`src/design/oest_pkg.sv`:
```
package oest_pkg;

    localparam int MAX_ENTRIES_DEF = 32;
    localparam int NAME_BYTES      = 12;
    localparam int CAP_W           = 6;
    localparam int POS_W           = 5;
    localparam int CNT_W           = 6;
    localparam int NAME_LEN_W      = 4;
    localparam logic [CAP_W-1:0] CAP_RESET = 6'd30;

    // request payload, in-field order low to high
    localparam int IN_W  = 1 + 5 + 16 + 16 + 32 + 32 + 8 + 8 + 64 + 32 + 32;
    localparam int IN_TW = ((IN_W + 7) / 8) * 8;
    // result payload
    localparam int OUT_W  = 3 + 5 + 6 + 16 + 16 + 32 + 32 + 8 + 4 + 64 + 32 + 32;
    localparam int OUT_TW = ((OUT_W + 7) / 8) * 8;

    // stored entry: sid, user, lat, lon, batt, len, name, stamp
    localparam int ENT_W = 16 + 16 + 32 + 32 + 8 + 4 + 96 + 32;

    typedef enum logic [2:0] {
        OC_UPDATED   = 3'd0,
        OC_APPENDED  = 3'd1,
        OC_EVICTED   = 3'd2,
        OC_READ_OK   = 3'd3,
        OC_READ_NONE = 3'd4
    } t_outcome;

    typedef enum logic [2:0] {
        ST_IDLE,
        ST_SCAN,
        ST_SHIFT,
        ST_WRITE,
        ST_READ,
        ST_OUT
    } t_state;

    typedef struct packed {
        logic start_scan;
        logic scan_step;
        logic start_shift;
        logic shift_step;
        logic do_write;
        logic do_read;
        logic load_out;
    } t_cmd;

    typedef struct packed {
        logic is_read;
        logic scan_done;
        logic found;
        logic need_evict;
        logic shift_done;
    } t_stat;

    // keep bytes up to the first zero within the declared length
    function automatic logic [NAME_LEN_W+95:0] clean_name(
        input logic [95:0] raw, input logic [7:0] decl);
        logic [95:0] nm;
        logic [NAME_LEN_W-1:0] len;
        logic go;
        nm  = '0;
        len = '0;
        go  = 1'b1;
        for (int k = 0; k < NAME_BYTES; k++) begin
            if (go && (8'(k) < decl) && (raw[8*k +: 8] != 8'd0)) begin
                nm[8*k +: 8] = raw[8*k +: 8];
                len = NAME_LEN_W'(k + 1);
            end else begin
                go = 1'b0;
            end
        end
        return {len, nm};
    endfunction

endpackage

```
`src/design/oest_ctrl.sv`:
```
module oest_ctrl (
    input  logic            i_clk,
    input  logic            i_rst_n,
    input  logic            i_req_valid,
    output logic            o_req_ready,
    output logic            o_res_valid,
    input  logic            i_res_ready,
    input  oest_pkg::t_stat i_stat,
    output oest_pkg::t_cmd  o_cmd
);
    import oest_pkg::*;

    t_state r_state, n_state;

    always_ff @(posedge i_clk) begin
        if (!i_rst_n) begin
            r_state <= ST_IDLE;
        end else begin
            r_state <= n_state;
        end
    end

    // next state and commands
    always_comb begin
        n_state     = r_state;
        o_cmd       = '0;
        o_req_ready = 1'b0;
        o_res_valid = 1'b0;
        case (r_state)
            ST_IDLE: begin
                o_req_ready = 1'b1;
                if (i_req_valid) begin
                    o_cmd.start_scan = 1'b1;
                    n_state = ST_SCAN;
                end
            end
            ST_SCAN: begin
                if (i_stat.is_read) begin
                    o_cmd.do_read = 1'b1;
                    n_state = ST_READ;
                end else if (i_stat.scan_done) begin
                    if (!i_stat.found && i_stat.need_evict) begin
                        o_cmd.start_shift = 1'b1;
                        n_state = ST_SHIFT;
                    end else begin
                        n_state = ST_WRITE;
                    end
                end else begin
                    o_cmd.scan_step = 1'b1;
                end
            end
            ST_SHIFT: begin
                if (i_stat.shift_done) begin
                    n_state = ST_WRITE;
                end else begin
                    o_cmd.shift_step = 1'b1;
                end
            end
            ST_WRITE: begin
                o_cmd.do_write = 1'b1;
                n_state = ST_READ;
            end
            ST_READ: begin
                o_cmd.load_out = 1'b1;
                n_state = ST_OUT;
            end
            ST_OUT: begin
                o_res_valid = 1'b1;
                if (i_res_ready) begin
                    n_state = ST_IDLE;
                end
            end
            default: n_state = ST_IDLE;
        endcase
    end
endmodule

```
`config.mk`:
```
export PLATFORM = sky130hd
export DESIGN_NAME = oest_ctrl
export DESIGN_NICKNAME = d
export VERILOG_FILES = /design/src/design/oest_pkg.sv /design/src/design/oest_ctrl.sv
export SDC_FILE = /design/constraint.sdc
export NUM_CORES = 1
export LEC_CHECK = 0
export ABC_AREA = 1
export BUFFER_PORTS_ARGS = -buffer_cell sky130_fd_sc_hd__buf_2
export CORE_AREA = 2 2 39 41
export DETAILED_ROUTE_END_ITERATION = 10
export DIE_AREA = 0 0 41 43
export SYNTH_ARGS = -nofsm -noshare
export SYNTH_HDL_FRONTEND = slang
export SYNTH_SLANG_ARGS = --single-unit
```
`constraint.sdc`:
```
create_clock -name i_clk -period 1.2 [get_ports i_clk]
set_input_delay 0.24 -clock i_clk [delete_from_list [all_inputs] [get_ports i_clk]]
set_output_delay 0.24 -clock i_clk [all_outputs]
set_load 0.005 [all_outputs]
```
==> implementation parameters <==
Parameter                              Value

Yosys
  Xor and xnor area share after synthesis    0
  Synth Area in Simple Gates    0.500
  Compound-cell area share of the yosys netlist    0.100
  Post-synthesis net count    64
  Mux contribution to synthesized area    0
  Biggest area consumer among synthesized cells    dfxtp_1
  Number of distinct library cell variants in the gate-level netlist after synthesis    16
  Area of the mapped netlist    300 µm²
  Area contributors post-synth    dfxtp_1 (20%), inv_1 (18%), nor2_1 (15%)
  Synthesis-stage register bit count    3
  Share of synthesized area occupied by flip-flops and latches    0.200
  Portion of synthesized cell area occupied by the leading cell type    0.200
  Total number of yosys warnings    0
  Number of cells produced by synthesis    55
  Adder-cell share of the synthesized area    0
  Synth Area per Inst    5.46 µm²
  Main combinational cell family by area after synthesis    simple AND/OR/NAND/NOR gates

Power
  Power per cell area    2440 nW/µm²
  Design Power    1550 µW
  Max VDD drop    1.01 mV
  Leakage power figure    0.000369 µW

Die
  Initial core utilization    0.217
  Die H    43 µm
  Overall die width    41 µm
  Die area    1760 µm²
  Number of placement rows    14
  Area of the core    1380 µm²
  I/O pin count    18

STA
  Setup slack after layout    -0.140 ns
  Highest clock frequency the design can meet    0.746 GHz
  Final hold violation count    0
  Final-report max-slew violation count    0
  Worst clock skew on the final layout    0.00869 ns
  Accumulated negative setup slack    -0.740 ns
  Final critical path time including I/O delays and setup    1.34 ns
  Tightest Pin Transition    0.177 ns
  RSZ-0062 raised after global routing    true
  Slew headroom    0.881
  Final clock period utilization by the worst path    1.12
  Worst Hold Slack    0.231 ns
  Final count of negative-setup-slack endpoints    9

GRT
  GRT Overall Usage    0.134
  Global-route wire length before repair    1520 µm
  Overflow left after global routing    0
  Initial antenna violation count    0
  Largest net degree at the start of global routing    7
  Number of global-route vias before repair    393

Min path
  Class of the tightest hold or removal check    in -> reg

Final layout
  Number of flip-flops in the largest register    3
  Layout Area Growth over Synthesis    111%
  Area used by multi-input combinational logic    244 µm²
  Fin util    0.458
  Fraction of final layout cells with drive strength greater than 1    0.625
  Layout fillers    154
  Leading cell type in the layout, fill and taps excluded    buf_2
  Leading cell types in the layout, fill and taps excluded    buf_2 (15), inv_1 (10), nand2_1 (8), buf_4 (8), nor2_1 (7)
  Largest regs    r_state: 3 flops
  Diodes inserted    0
  # nets final    98
  Most flop-heavy register    r_state
  Sequential Area    71.3 µm²

Detailed routing
  DRT Wirelength    1060 µm
  Per-cell routed wire length    10.2 µm
  DRT iter0 DRCs    0
  Top Metal Used    met4
  Average via count per standard cell    4.40
  Wire length on met2    589 µm
  Total via count after detailed routing    458
  Wire length on met1    363 µm
  Detailed-route DRC error count    0
  Pre-Repair DR Iteration Count    1
  Detail Route Antenna Nets    0
  Routed wire length on met3    55 µm

Clock tree
  Clock Tree Buf Depth    2
  Skew-Pair Late Insertion Delay    0.25 ns
  H-tree depth    1
  Total clock sinks    3
  Cell at the root of the clock tree    clkbuf_4
  CTS clock-pin slew for the worst setup and hold paths    0.04 ns
  Clock buffers created by TritonCTS    3
  CTS tree    yes
  Post-CTS Hold Fix Bufs    0

Setup path
  Kind of start point of the critical path    flop
  CP Buf/Inv Count    2
  Family with the most delay on the worst path    flip-flops
  Slowest cell on the critical path    dfxtp_4
  Worst stage delay on the critical path    0.36 ns
  Largest fanout on the critical path    4
  Type of the worst setup path    reg -> out
  Endpoint required time on the critical path    0.96 ns
  Critical path endpoint category    output port
  List of cells traversed by the critical path    inv_4 > nand2_4 > nor4_2 > buf_2
  Critical path arrival    1.10 ns

Placement
  Placer Congestion    0.786
  Dpl ws    -0.00806 ns
  Placed wire-length estimate    644 µm
  IO Port Bufs    17

Outcome
  Violations in the final reports    negative setup slack
  Status    finished, violations left

Job
  Maximum Capacitance Violations    0
## power by group
group / internal (µW) / total, µW / switching [µW]
Sequential: 172 / 293 / 120
Clock: 125 / 190 / 64.5
Combinational: 537 / 1070 / 528
Total: 835 / 1550 / 713
## tightest hold or removal path, cell delays in order
cell	delay, ns
buf_2	0.12
nand2_1	0.06
nor2_1	0.03
## cell type report
cell class	count	share of cell area
Timing Repair Buffer	29	0.320
Sequential cell	3	0.112
Tap cell	16	0.0316
Inverter	16	0.110
Clock buffer	4	0.0414
Multi-Input combinational cell	36	0.385
## per-stage QoR
stage	area, µm²	std cells
after global routing	634	104
after global placement	435	92
after CTS	556	101
after floorplan	300	55
after detailed placement	435	92
final	634	104
## synth_stat cells (all sizes together)
library cell   n
nor2          14
nand2         10
a22oi          1
dfxtp          3
a21boi         1
nand3b         1
nand3          3
inv           16
nor4           1
nand4          1
nor3           1
a21oi          3
## what timing repair did
item,in CTS,in global routing
pin swaps,3,7
resized for setup,21,16
buffers inserted,5,3
hold endpoints to repair,0,0
setup endpoints to repair,9,10
## layer usage
| metal | vias up | track usage |
|---|---|---|
| met3 | 4 | 0.0471 |
| met4 | 0 | 0.0867 |
| li1 | 235 | - |
| met2 | 14 | 0.222 |
| met5 | - | 0 |
| met1 | 205 | 0.131 |
## path summary, 6_finish.rpt
path / slack (ns) / start / endpoint / depth (start not counted)
max reg2reg: 0.01 / r_state[2] / r_state[0] / 10
max: -0.14 / r_state[2] / o_cmd[4] / 4
min reg2reg: 0.62 / r_state[0] / r_state[2] / 2
min: 0.23 / i_rst_n / r_state[1] / 3
## cell families after synthesis
| kind of cell | after synthesis |
|---|---|
| AOI/OAI and AO/OA | 5 |
| DFF | 3 |
| and+or+nand+nor | 31 |
| buffers and inverters | 16 |
Note: power is estimated with default switching activity, not from simulation.
